$ cat config.mk
export PLATFORM = sky130hd
export DESIGN_NAME = m4inv_queue
export DESIGN_NICKNAME = d
export VERILOG_FILES = /design/src/hdl/m4inv_pkg.sv /design/src/hdl/m4inv_queue.sv
export SDC_FILE = /design/constraint.sdc
export NUM_CORES = 1
export LEC_CHECK = 0
export BUFFER_PORTS_ARGS = -buffer_cell sky130_fd_sc_hd__buf_4
export CAP_MARGIN = 20
export CORE_AREA = 2 2 397 399
export CTS_CLUSTER_SIZE = 25
export DETAILED_ROUTE_END_ITERATION = 12
export DIE_AREA = 0 0 399 401
export GPL_ROUTABILITY_DRIVEN = 0
export SYNTH_ARGS = -nofsm -noshare
export SYNTH_HDL_FRONTEND = slang
export SYNTH_SLANG_ARGS = --single-unit
$ cat constraint.sdc
create_clock -name clk_i -period 35.2 [get_ports clk_i]
set_clock_uncertainty 0.1 [all_clocks]
set_input_delay 3.52 -clock clk_i [delete_from_list [all_inputs] [get_ports clk_i]]
set_output_delay 3.52 -clock clk_i [all_outputs]
set_load 0.02 [all_outputs]
$ cat src/hdl/m4inv_pkg.sv
// Shared types, constants and saturating arithmetic for the 4x4 matrix inverse.
// Holds the adjugate microprogram that the back end steps through.
// No dependencies.
package m4inv_pkg;

  localparam int FracBits  = 16;
  localparam int RecipBits = 63 - FracBits;
  localparam int NumElems  = 16;
  localparam int ElemW     = 32;
  localparam int ValW      = 64;
  localparam int RfDepth   = 46;
  localparam int RfAw      = 6;
  localparam int ProgLen   = 79;
  localparam int PcW       = 7;
  localparam int AdjBase   = 30;
  localparam int DetAddr   = 29;

  typedef logic [NumElems-1:0][ElemW-1:0] matrix_t;
  typedef logic signed [ValW-1:0] val_t;

  localparam val_t MaxVal = {1'b0, {(ValW-1){1'b1}}};
  localparam val_t MinVal = {1'b1, {(ValW-1){1'b0}}};

  typedef enum logic [1:0] {
    OP_LD,
    OP_MAC,
    OP_MSC,
    OP_ADDR
  } op_e;

  typedef struct packed {
    op_e             op;
    logic [RfAw-1:0] ra;
    logic [RfAw-1:0] rb;
    logic            st;
    logic            ng;
    logic [RfAw-1:0] dst;
  } instr_t;

  typedef enum logic [3:0] {
    B_IDLE,
    B_FILL,
    B_RD,
    B_OPS,
    B_MUL,
    B_WB,
    B_DSET,
    B_DIV,
    B_ORD,
    B_OST,
    B_OMUL,
    B_OUT
  } back_state_e;

  typedef enum logic [1:0] {
    M_IDLE,
    M_PROD,
    M_RND,
    M_SAT
  } mul_state_e;

  typedef struct packed {
    logic            start;
    logic [ValW-1:0] a;
    logic [ValW-1:0] b;
    logic            neg;
    logic            long_shift;
  } mul_req_t;

  typedef struct packed {
    logic done;
    val_t res;
  } mul_rsp_t;

  typedef struct packed {
    logic    push;
    matrix_t data;
  } q_push_t;

  function automatic val_t sadd(val_t a, val_t b);
    logic [ValW:0] s;
    s = {a[ValW-1], a} + {b[ValW-1], b};
    if (s[ValW] != s[ValW-1]) begin
      return s[ValW] ? MinVal : MaxVal;
    end
    return s[ValW-1:0];
  endfunction

  function automatic val_t sneg(val_t a);
    if (a == MinVal) begin
      return MaxVal;
    end
    return ~a + val_t'(1);
  endfunction

  function automatic val_t ssub(val_t a, val_t b);
    return sadd(a, sneg(b));
  endfunction

  function automatic logic [ValW-1:0] mag(val_t a);
    return a[ValW-1] ? (~a + 64'd1) : a;
  endfunction

  function automatic logic [ElemW-1:0] sat32(val_t a);
    if (a[ValW-1:ElemW-1] != {(ValW-ElemW+1){a[ValW-1]}}) begin
      return a[ValW-1] ? {1'b1, {(ElemW-1){1'b0}}} : {1'b0, {(ElemW-1){1'b1}}};
    end
    return a[ElemW-1:0];
  endfunction

  function automatic instr_t ins(op_e op, logic [RfAw-1:0] ra, logic [RfAw-1:0] rb,
                                 logic st, logic ng, logic [RfAw-1:0] dst);
    instr_t r;
    r.op  = op;
    r.ra  = ra;
    r.rb  = rb;
    r.st  = st;
    r.ng  = ng;
    r.dst = dst;
    return r;
  endfunction

  // Scratch map: elements 0..15 (row*4+col), s 16..18, t 19..21, u 22..24,
  // v 25..27, dot(t,u) 28, det 29, adjugate 30..45 row-major.
  function automatic instr_t prog(logic [PcW-1:0] pc);
    instr_t p;
    case (pc)
      7'd0:  p = ins(OP_LD,   6'd4,  6'd9,  1'b0, 1'b0, 6'd0);
      7'd1:  p = ins(OP_MSC,  6'd8,  6'd5,  1'b1, 1'b0, 6'd16);
      7'd2:  p = ins(OP_LD,   6'd8,  6'd1,  1'b0, 1'b0, 6'd0);
      7'd3:  p = ins(OP_MSC,  6'd0,  6'd9,  1'b1, 1'b0, 6'd17);
      7'd4:  p = ins(OP_LD,   6'd0,  6'd5,  1'b0, 1'b0, 6'd0);
      7'd5:  p = ins(OP_MSC,  6'd4,  6'd1,  1'b1, 1'b0, 6'd18);
      7'd6:  p = ins(OP_LD,   6'd6,  6'd11, 1'b0, 1'b0, 6'd0);
      7'd7:  p = ins(OP_MSC,  6'd10, 6'd7,  1'b1, 1'b0, 6'd19);
      7'd8:  p = ins(OP_LD,   6'd10, 6'd3,  1'b0, 1'b0, 6'd0);
      7'd9:  p = ins(OP_MSC,  6'd2,  6'd11, 1'b1, 1'b0, 6'd20);
      7'd10: p = ins(OP_LD,   6'd2,  6'd7,  1'b0, 1'b0, 6'd0);
      7'd11: p = ins(OP_MSC,  6'd6,  6'd3,  1'b1, 1'b0, 6'd21);
      7'd12: p = ins(OP_LD,   6'd0,  6'd13, 1'b0, 1'b0, 6'd0);
      7'd13: p = ins(OP_MSC,  6'd1,  6'd12, 1'b1, 1'b0, 6'd22);
      7'd14: p = ins(OP_LD,   6'd4,  6'd13, 1'b0, 1'b0, 6'd0);
      7'd15: p = ins(OP_MSC,  6'd5,  6'd12, 1'b1, 1'b0, 6'd23);
      7'd16: p = ins(OP_LD,   6'd8,  6'd13, 1'b0, 1'b0, 6'd0);
      7'd17: p = ins(OP_MSC,  6'd9,  6'd12, 1'b1, 1'b0, 6'd24);
      7'd18: p = ins(OP_LD,   6'd2,  6'd15, 1'b0, 1'b0, 6'd0);
      7'd19: p = ins(OP_MSC,  6'd3,  6'd14, 1'b1, 1'b0, 6'd25);
      7'd20: p = ins(OP_LD,   6'd6,  6'd15, 1'b0, 1'b0, 6'd0);
      7'd21: p = ins(OP_MSC,  6'd7,  6'd14, 1'b1, 1'b0, 6'd26);
      7'd22: p = ins(OP_LD,   6'd10, 6'd15, 1'b0, 1'b0, 6'd0);
      7'd23: p = ins(OP_MSC,  6'd11, 6'd14, 1'b1, 1'b0, 6'd27);
      7'd24: p = ins(OP_LD,   6'd19, 6'd22, 1'b0, 1'b0, 6'd0);
      7'd25: p = ins(OP_MAC,  6'd20, 6'd23, 1'b0, 1'b0, 6'd0);
      7'd26: p = ins(OP_MAC,  6'd21, 6'd24, 1'b1, 1'b0, 6'd28);
      7'd27: p = ins(OP_LD,   6'd16, 6'd25, 1'b0, 1'b0, 6'd0);
      7'd28: p = ins(OP_MAC,  6'd17, 6'd26, 1'b0, 1'b0, 6'd0);
      7'd29: p = ins(OP_MAC,  6'd18, 6'd27, 1'b0, 1'b0, 6'd0);
      7'd30: p = ins(OP_ADDR, 6'd0,  6'd28, 1'b1, 1'b0, 6'd29);
      7'd31: p = ins(OP_LD,   6'd5,  6'd27, 1'b0, 1'b0, 6'd0);
      7'd32: p = ins(OP_MSC,  6'd9,  6'd26, 1'b0, 1'b0, 6'd0);
      7'd33: p = ins(OP_MAC,  6'd19, 6'd13, 1'b1, 1'b0, 6'd30);
      7'd34: p = ins(OP_LD,   6'd9,  6'd25, 1'b0, 1'b0, 6'd0);
      7'd35: p = ins(OP_MSC,  6'd1,  6'd27, 1'b0, 1'b0, 6'd0);
      7'd36: p = ins(OP_MAC,  6'd20, 6'd13, 1'b1, 1'b0, 6'd31);
      7'd37: p = ins(OP_LD,   6'd1,  6'd26, 1'b0, 1'b0, 6'd0);
      7'd38: p = ins(OP_MSC,  6'd5,  6'd25, 1'b0, 1'b0, 6'd0);
      7'd39: p = ins(OP_MAC,  6'd21, 6'd13, 1'b1, 1'b0, 6'd32);
      7'd40: p = ins(OP_LD,   6'd1,  6'd19, 1'b0, 1'b0, 6'd0);
      7'd41: p = ins(OP_MAC,  6'd5,  6'd20, 1'b0, 1'b0, 6'd0);
      7'd42: p = ins(OP_MAC,  6'd9,  6'd21, 1'b1, 1'b1, 6'd33);
      7'd43: p = ins(OP_LD,   6'd26, 6'd8,  1'b0, 1'b0, 6'd0);
      7'd44: p = ins(OP_MSC,  6'd27, 6'd4,  1'b0, 1'b0, 6'd0);
      7'd45: p = ins(OP_MSC,  6'd19, 6'd12, 1'b1, 1'b0, 6'd34);
      7'd46: p = ins(OP_LD,   6'd27, 6'd0,  1'b0, 1'b0, 6'd0);
      7'd47: p = ins(OP_MSC,  6'd25, 6'd8,  1'b0, 1'b0, 6'd0);
      7'd48: p = ins(OP_MSC,  6'd20, 6'd12, 1'b1, 1'b0, 6'd35);
      7'd49: p = ins(OP_LD,   6'd25, 6'd4,  1'b0, 1'b0, 6'd0);
      7'd50: p = ins(OP_MSC,  6'd26, 6'd0,  1'b0, 1'b0, 6'd0);
      7'd51: p = ins(OP_MSC,  6'd21, 6'd12, 1'b1, 1'b0, 6'd36);
      7'd52: p = ins(OP_LD,   6'd0,  6'd19, 1'b0, 1'b0, 6'd0);
      7'd53: p = ins(OP_MAC,  6'd4,  6'd20, 1'b0, 1'b0, 6'd0);
      7'd54: p = ins(OP_MAC,  6'd8,  6'd21, 1'b1, 1'b0, 6'd37);
      7'd55: p = ins(OP_LD,   6'd7,  6'd24, 1'b0, 1'b0, 6'd0);
      7'd56: p = ins(OP_MSC,  6'd11, 6'd23, 1'b0, 1'b0, 6'd0);
      7'd57: p = ins(OP_MAC,  6'd16, 6'd15, 1'b1, 1'b0, 6'd38);
      7'd58: p = ins(OP_LD,   6'd11, 6'd22, 1'b0, 1'b0, 6'd0);
      7'd59: p = ins(OP_MSC,  6'd3,  6'd24, 1'b0, 1'b0, 6'd0);
      7'd60: p = ins(OP_MAC,  6'd17, 6'd15, 1'b1, 1'b0, 6'd39);
      7'd61: p = ins(OP_LD,   6'd3,  6'd23, 1'b0, 1'b0, 6'd0);
      7'd62: p = ins(OP_MSC,  6'd7,  6'd22, 1'b0, 1'b0, 6'd0);
      7'd63: p = ins(OP_MAC,  6'd18, 6'd15, 1'b1, 1'b0, 6'd40);
      7'd64: p = ins(OP_LD,   6'd3,  6'd16, 1'b0, 1'b0, 6'd0);
      7'd65: p = ins(OP_MAC,  6'd7,  6'd17, 1'b0, 1'b0, 6'd0);
      7'd66: p = ins(OP_MAC,  6'd11, 6'd18, 1'b1, 1'b1, 6'd41);
      7'd67: p = ins(OP_LD,   6'd23, 6'd10, 1'b0, 1'b0, 6'd0);
      7'd68: p = ins(OP_MSC,  6'd24, 6'd6,  1'b0, 1'b0, 6'd0);
      7'd69: p = ins(OP_MSC,  6'd16, 6'd14, 1'b1, 1'b0, 6'd42);
      7'd70: p = ins(OP_LD,   6'd24, 6'd2,  1'b0, 1'b0, 6'd0);
      7'd71: p = ins(OP_MSC,  6'd22, 6'd10, 1'b0, 1'b0, 6'd0);
      7'd72: p = ins(OP_MSC,  6'd17, 6'd14, 1'b1, 1'b0, 6'd43);
      7'd73: p = ins(OP_LD,   6'd22, 6'd6,  1'b0, 1'b0, 6'd0);
      7'd74: p = ins(OP_MSC,  6'd23, 6'd2,  1'b0, 1'b0, 6'd0);
      7'd75: p = ins(OP_MSC,  6'd18, 6'd14, 1'b1, 1'b0, 6'd44);
      7'd76: p = ins(OP_LD,   6'd2,  6'd16, 1'b0, 1'b0, 6'd0);
      7'd77: p = ins(OP_MAC,  6'd6,  6'd17, 1'b0, 1'b0, 6'd0);
      7'd78: p = ins(OP_MAC,  6'd10, 6'd18, 1'b1, 1'b0, 6'd45);
      default: p = ins(OP_LD, 6'd0, 6'd0, 1'b0, 1'b0, 6'd0);
    endcase
    return p;
  endfunction

endpackage

$ cat src/hdl/m4inv_queue.sv
// Two-entry queue of loaded matrices between the front and back ends.
// Depends on m4inv_pkg.
module m4inv_queue (
  input  logic               clk_i,
  input  logic               rst_ni,
  input  m4inv_pkg::q_push_t push_i,
  output logic               ready_o,
  output logic               valid_o,
  output m4inv_pkg::matrix_t data_o,
  input  logic               pop_i
);

  m4inv_pkg::matrix_t mem_q [2];
  logic       wp_q, rp_q;
  logic [1:0] cnt_q;

  assign ready_o = (cnt_q != 2'd2);
  assign valid_o = (cnt_q != 2'd0);
  assign data_o  = mem_q[rp_q];

  always_ff @(posedge clk_i) begin
    if (push_i.push) begin
      mem_q[wp_q] <= push_i.data;
    end
  end

  always_ff @(posedge clk_i or negedge rst_ni) begin
    if (!rst_ni) begin
      wp_q  <= 1'b0;
      rp_q  <= 1'b0;
      cnt_q <= '0;
    end else begin
      if (push_i.push) wp_q <= !wp_q;
      if (pop_i) rp_q <= !rp_q;
      cnt_q <= cnt_q + {1'b0, push_i.push} - {1'b0, pop_i};
    end
  end

endmodule

==> metrics.log, run 1 <==
INFO  metric dr.first_iter.drc_count = 1260
INFO  metric worstMarginPinSlew = 1.05 ns
INFO  metric layout_setup_ws = 25.90 ns
INFO  metric slew_headroom = 29.9%
INFO  metric holdBufCountCts = 0
INFO  metric route.detailed.wl_per_inst = 22.7 um
INFO  metric die-area = 160000 um2
INFO  metric critPathArrivalTime = 5.68 ns
INFO  metric number_of_antenna_violations_at_the_first_check_in_global_routing = 30
INFO  metric cts.root.buffer_cell = clkbuf_16
INFO  metric synth-main-ff-cell = edfxtp_1
INFO  metric pre_cts_ws = 26.59 ns
INFO  metric final_antenna_net_count = 0
INFO  metric clock_tree.buffer_depth = 3
INFO  metric fillerInstances = 15.0k
INFO  metric min_delay_worst_endpoint = wp_q
INFO  metric timing.final.setup_violations = 0
INFO  metric synth_seq_area_share = 82.6%
INFO  metric cts_resized = 0
INFO  metric path_common_cell = buf_4
INFO  metric worst_ep_required_time = 31.58 ns
INFO  metric synth.top_cell.area_share = 82.4%
INFO  metric mapped_cell_area = 37300 um2
INFO  metric gr-max-usage-layer = met2
INFO  metric synthDistinctLibCells = 13
INFO  metric status = completed
INFO  metric maximum_number_of_pins_on_one_net_before_global_route_repair = 151
INFO  metric initial_util = 24.0%
INFO  metric synth_area_leaders = edfxtp_1 (82%), mux2_2 (15%), buf_6 (1.6%)
INFO  metric critical_path_start_end_classification = reg2out
INFO  metric yosysMostFrequentCell = edfxtp_1
INFO  metric irDropWorstVdd = 51.5 uV
INFO  metric top_fanout_value_on_the_critical_path = 72
INFO  metric synth-edff-count = 1024
INFO  metric regToRegEndpoint = mem_q[1][250]
INFO  metric rsz0062_at_grt = false
INFO  metric drc = 0
INFO  metric async_reset_ff_share = 0.389%
INFO  metric grt.met3_usage = 4.66%
INFO  metric grt_first_pass_wirelength = 149000 um
INFO  metric yosysTopAreaCell = edfxtp_1
INFO  metric power-per-cell-area = 84.3 nW/um2
INFO  metric timing.reg2reg.worst_path_depth = 5
INFO  metric power_leakage = 18.5 nW
INFO  metric ordered_list_of_cells_on_the_worst_path = buf_4 -> buf_4 -> buf_4 -> buf_4 -> mux2_2 -> buf_4
INFO  metric io_pins = 1030
INFO  metric reg2reg_slack = 30.37 ns
INFO  metric timing.critical_path.slowest_stage_cell = dfrtp_4
INFO  metric multi_input_comb_area = 5870 um2
INFO  metric detailroute.via_count = 19.8k
INFO  metric setup-tns-final = 0 ns
INFO  metric timing.final.hold_violations = 0
INFO  metric worstPathBufferInverterCount = 5
INFO  metric postRouteWirelength = 111000 um
INFO  metric worst_hold_startpoint = wp_q
INFO  metric final_max_slew_viol_count = 0
INFO  metric area_delta_synth_final = 36.3%
INFO  metric totalPowerFinal = 4.29 mW
INFO  metric insertion_delay = 0.70 ns
INFO  metric drive_above_1_share = 61.6%
INFO  metric route.detailed.vias_per_inst = 4.06
INFO  metric yosys_warnings = 0
INFO  metric timing.fmax = 108 MHz
INFO  metric endpoint_kind = output port
INFO  metric reg2reg_from = wp_q
INFO  metric grt_overflow_total = 0
INFO  metric placement.io_buffers = 1029
INFO  metric post_synth_inst_count = 1608
INFO  metric clkTransAtPathRegs = 0.06 ns
INFO  metric tritoncts.num_buffers = 109
INFO  metric die_h = 401 um
INFO  metric placement_rows = 145
INFO  metric instance_count_along_the_most_critical_hold_path = 1
INFO  metric via_count_of_the_first_global_routing_pass = 20.4k
INFO  metric synth_top_cells_by_count = edfxtp_1 (1024), mux2_2 (512), buf_6 (53)
INFO  metric timing.critical_path.from_type = register
INFO  metric synth_fp_nets = 2126
INFO  metric path_delay_family = buffers and inverters
INFO  metric holdCritPathClass = reg2reg
INFO  metric tritoncts = built
INFO  metric grt_usage = 13.2%
INFO  metric period_minus_slack = 9.30 ns
INFO  metric layout_worst_path_cycle_share = 26.4%
INFO  metric maximum_single_stage_delay_on_the_critical_path = 0.94 ns
INFO  metric die_x = 399 um
INFO  metric post-cts-setup-buffers = 0
INFO  metric clock-sinks = 1028
INFO  metric met2_usage = 22.1%
INFO  metric synthesis.area_per_instance = 23.2 um2
INFO  metric register_area = 30900 um2
INFO  metric num-nets-final = 3232
INFO  metric dp.final_hpwl = 80900 um
INFO  metric cts_max_level = 3
INFO  metric drt_pre_antenna_iters = 5
INFO  metric maxCapViolations = 0
INFO  metric core_area = 156000 um2
INFO  metric grt_util_met1 = 15.3%
INFO  metric postSynthRegisterBits = 1028
==> registers in the layout, indices dropped and copies added (netlist names) <==
| register | count |
|---|---|
| rp_q | 1 |
| wp_q | 1 |
| cnt_q | 2 |
| mem_q | 1024 |
==> worst reg2reg max path, delay by kind of cell, from the launching register on <==
kind,cells,cell delay [ns]
buffers and inverters,4,3.11
flip-flops,1,0.42
AND/OR/NAND/NOR,1,0.80
==> how the worst max path moves through the flow <==
stage	to	cells past startpoint	slack (ns)	start
finish	data_o[276]	6	25.90	rp_q
global route	data_o[288]	6	25.51	rp_q
CTS	data_o[276]	6	25.76	rp_q
detailed placement	data_o[276]	6	26.59	rp_q
global placement	data_o[273]	6	26.64	rp_q
floorplan	mem_q[0][0]	1	8.17	push_i[512]
==> routing by layer <==
metal | wire length (um) | part of all wire, % | vias up
li1 | - | - | 8703
met1 | 42700 | 38 | 10100
met2 | 55200 | 50 | 849
met3 | 9890 | 8.9 | 175
met4 | 2920 | 2.6 | 26
met5 | 170 | 0.15 | -
==> per-stage QoR <==
| stage | hold slack, ns | util (%) | instance area (um2) | instances |
|---|---|---|---|---|
| floorplan | 0.355 | - | 37300 | 1608 |
| global placement | 0.429 | 30.3 | 47200 | 4659 |
| detailed placement | 0.438 | 30.3 | 47200 | 4659 |
| CTS | 0.451 | 32.6 | 50800 | 4864 |
| global route | 0.466 | 32.7 | 50900 | 4879 |
| finish | 0.452 | 32.7 | 50900 | 4881 |
==> power breakdown <==
part           total, mW  switching [mW]  internal, mW
sequential          1.69          0.0676          1.63
clock               1.14           0.488         0.648
combinational       1.46           0.835         0.623
total               4.29            1.39          2.90
==> cell usage in the layout (no fill, tap or decap), drive strengths merged, types with 2 or more instances in the layout <==
cell type | Yosys | routed
inv | 2 | 8
clkbuf | 0 | 127
edfxtp | 1024 | 1024
xor2 | 2 | 2
clkinv | 0 | 56
buf | 57 | 1052
bufinv | 0 | 9
mux2 | 512 | 512
clkinvlp | 0 | 7
dfrtp | 4 | 4
diode | 0 | 15
ha | 2 | 2
==> layout make-up <==
cell class	instances	share of cell area, %
inverter	2	0.0148
timing repair buffer	1052	15.6
multi-input combinational	521	11.5
antenna	15	0.0738
tap	2058	5.06
clock inverter	78	1.47
clock buffer	127	5.58
sequential	1028	60.6
==> logic make-up after synthesis <==
| logic type | Yosys count | share of synthesized area (%) |
|---|---|---|
| buffers and inverters | 59 | 1.67 |
| and+or+nand+nor | 4 | 0.0671 |
| DFF | 1028 | 82.6 |
| xor gates and xnor gates | 3 | 0.111 |
| adders and majority gates | 2 | 0.0670 |
| muxes | 512 | 15.4 |
No activity file was read; power rests on OpenSTA's default activity.
==> run 2: changes to the inputs <==
==> constraint.sdc (replaced) <==
create_clock -name clk_i -period 9.45 [get_ports clk_i]
set_clock_uncertainty 0.1 [all_clocks]
set_input_delay 0.945 -clock clk_i [delete_from_list [all_inputs] [get_ports clk_i]]
set_output_delay 0.945 -clock clk_i [all_outputs]
set_load 0.02 [all_outputs]
==> run 2 against run 1 <==
Worst setup slack worse by 21 ns. Die area is the same. Critical path depth fell by 2. Core utilization down 0.14 points. Via count shrank 0.60%. Cell count shrank 0.51%. Clock power grew to 3.6 times the previous value. Combinational power increased to 3.8 times the previous value. Routed wire length down 0.23%. Non-clock buffer count fell by 6. Critical endpoint is now data_o[214]. Highest routed layer unchanged.
==> metrics.log, run 2 (synthesis results as in run 1) <==
INFO  metric drc = 0 (unchanged)
INFO  metric power_leakage = 18.4 nW (-0.65%)
INFO  metric tritoncts.num_buffers = 107 (-1.8%)
INFO  metric regToRegEndpoint = mem_q[0][60]
INFO  metric die_x = 399 um (unchanged)
INFO  metric tritoncts = built
INFO  metric detailroute.via_count = 19.7k (-0.60%)
INFO  metric via_count_of_the_first_global_routing_pass = 20.3k (-0.34%)
INFO  metric placement.io_buffers = 1029 (unchanged)
INFO  metric die-area = 160000 um2 (unchanged)
INFO  metric largest_reg_flops = 1024 (unchanged)
INFO  metric cts_resized = 0 (unchanged)
INFO  metric power_switching = 5.20 mW (+270%)
INFO  metric slew_headroom = 24.3% (-5.5 points)
INFO  metric internal_power = 10.7 mW (+270%)
INFO  metric insertion_delay = 0.72 ns (+0.02 ns)
INFO  metric power-per-cell-area = 313 nW/um2 (+270%)
INFO  metric post-cts-setup-buffers = 0 (unchanged)
INFO  metric holdBufCountCts = 1 (+1)
INFO  metric final_antenna_net_count = 0 (unchanged)
INFO  metric utilization = 32.6% (-0.14 points)
INFO  metric worst_ep_required_time = 8.41 ns (-23.17 ns)
INFO  metric period_minus_slack = 4.81 ns
INFO  metric area_delta_synth_final = 35.7%
INFO  metric timing.reg2reg.worst_path_depth = 4 (-1)
INFO  metric cts.root.buffer_cell = clkbuf_16
INFO  metric timing.final.hold_violations = 0 (unchanged)
INFO  metric holdCritPathClass = in2reg
INFO  metric maxCapViolations = 0 (unchanged)
INFO  metric clockPowerShare = 25.6% (-0.9 points)
INFO  metric initial_util = 24.0% (unchanged)
INFO  metric grt_usage = 13.1% (-0.079 points)
INFO  metric maximum_number_of_pins_on_one_net_before_global_route_repair = 165 (+9.3%)
INFO  metric reg2reg_slack = 6.41 ns (-23.96 ns)
INFO  metric layout_setup_ws = 4.64 ns (-21.26 ns)
INFO  metric instance_count_along_the_most_critical_hold_path = 1 (unchanged)
INFO  metric status = completed
INFO  metric layout_worst_path_cycle_share = 50.8%
INFO  metric layout_commonest_cell = buf_4
INFO  metric route.detailed.wl_per_inst = 22.8 um (+0.28%)
INFO  metric largest_register = mem_q
INFO  metric irDropWorstVdd = 242 uV (+370%)
INFO  metric worstMarginPinSlew = 1.13 ns (+0.0830 ns)
INFO  metric pwr-share-comb = 34.9% (+0.9 points)
INFO  metric timing.fmax = 208 MHz
INFO  metric num-nets-final = 3224 (-0.25%)
INFO  metric drive_above_1_share = 61.2% (-0.44 points)
INFO  metric seq_power_share = 39.5% (about the same)
INFO  metric placement_rows = 145 (unchanged)
INFO  metric rsz0062_at_grt = false
INFO  metric timing.final.setup_violations = 0 (unchanged)
INFO  metric grt_first_pass_wirelength = 149000 um (-0.44%)
INFO  metric final_max_slew_viol_count = 0 (unchanged)
INFO  metric critPathArrivalTime = 3.76 ns (-1.92 ns)
INFO  metric dp.final_hpwl = 80600 um (-0.46%)
INFO  metric startpoint = rp_q
INFO  metric timing.critical_path.from_type = register
INFO  metric top_fanout_value_on_the_critical_path = 146 (+100%)
INFO  metric clock_tree.buffer_depth = 3 (unchanged)
INFO  metric route.detailed.vias_per_inst = 4.06 (about the same)
INFO  metric dr.first_iter.drc_count = 1184 (-6.0%)
INFO  metric core_area = 156000 um2 (unchanged)
INFO  metric reg2reg_from = wp_q
INFO  metric endpoint_kind = output port
INFO  metric setup-tns-final = 0 ns (unchanged)
INFO  metric drt_pre_antenna_iters = 4 (-1)
INFO  metric io_pins = 1030 (unchanged)
INFO  metric timing.critical_path.to = data_o[214]
INFO  metric pre_cts_ws = 5.54 ns (-21.05 ns)
INFO  metric switching_share = 32.8% (+0.33 points)
INFO  metric postRouteWirelength = 111000 um (-0.23%)
INFO  metric cts_max_level = 3 (unchanged)
INFO  metric grt_overflow_total = 0 (unchanged)
INFO  metric final_cell_mix = buf_4 (1036), edfxtp_1 (1024), mux2_2 (512)
INFO  metric clock-sinks = 1028 (unchanged)
INFO  metric die_h = 401 um (unchanged)
INFO  metric top_regs = mem_q (1024), cnt_q (2)
INFO  metric critical_path_start_end_classification = reg2out
INFO  metric clkTransAtPathRegs = 0.06 ns (about the same)
INFO  metric number_of_antenna_violations_at_the_first_check_in_global_routing = 26 (-13%)
==> run 2: cell count changes in the layout (fill, tap and decap cells not counted), sizes merged <==
cell and delta:
clkinvlp -2, dlygate4sd3 +1, diode -6, bufinv -2, inv -2, buf -7
clkinv -8, clkbuf +1
==> run 2: how the worst min path moves through the flow <==
stage	start	to	slack [ns]
floorplan	wp_q	wp_q	0.41
global placement	wp_q	wp_q	0.43
detailed placement	wp_q	wp_q	0.44
CTS	push_i[342]	mem_q[1][342]	0.21
global route	push_i[298]	mem_q[1][298]	0.24
finish	push_i[242]	mem_q[1][242]	0.30
==> run 2: critical path, stage by stage, from the launching register on <==
cell	delay [ns]
dfrtp_4	0.69
buf_12	0.52
buf_12	0.50
mux2_2	0.42
buf_4	0.16
==> run 2: metrics by stage <==
stage                     hold WS (ns)  power (mW)  std cells  cell area [um2]
after floorplan                  0.408        9.88       1608            37300
after global placement           0.430        12.0       4654            47300
after detailed placement         0.436        12.0       4654            47300
after CTS                        0.211        16.1       4847            50600
after global routing             0.241        16.5       4854            50700
final                            0.304        15.9       4856            50700
==> run 2: layer usage <==
| layer | vias up | GRT usage (%) | wire, um |
|---|---|---|---|
| met1 | 10100 | 15.1 | 42900 |
| met5 | - | 0 | 35 |
| met4 | 6 | 5.10 | 3440 |
| met3 | 212 | 4.49 | 9340 |
| met2 | 775 | 22.1 | 54900 |
| li1 | 8648 | - | - |
==> run 2: area by class of cell <==
class / count / area [um2]
diodes: 9 / 22.5
clock buffers: 128 / 2780
clock inverters: 64 / 598
fillers: 15100 / 105000
inverters: 2 / 7.51
multi-input cells: 521 / 5870
flip-flops and latches: 1028 / 30900
well taps: 2058 / 2570
repair buffers: 1046 / 7970
==> run 2: power by group through the flow <==
| stage | clock [mW] | combinational [mW] | sequential, mW |
|---|---|---|---|
| 2_1_floorplan | 0 | 3.36 | 6.51 |
| 3_5_place_dp | 0 | 5.60 | 6.38 |
| 6_report | 4.06 | 5.54 | 6.28 |
| 4_1_cts | 4.19 | 5.62 | 6.29 |
| 3_3_place_gp | 0 | 5.61 | 6.35 |
| 5_1_grt | 4.35 | 5.81 | 6.34 |
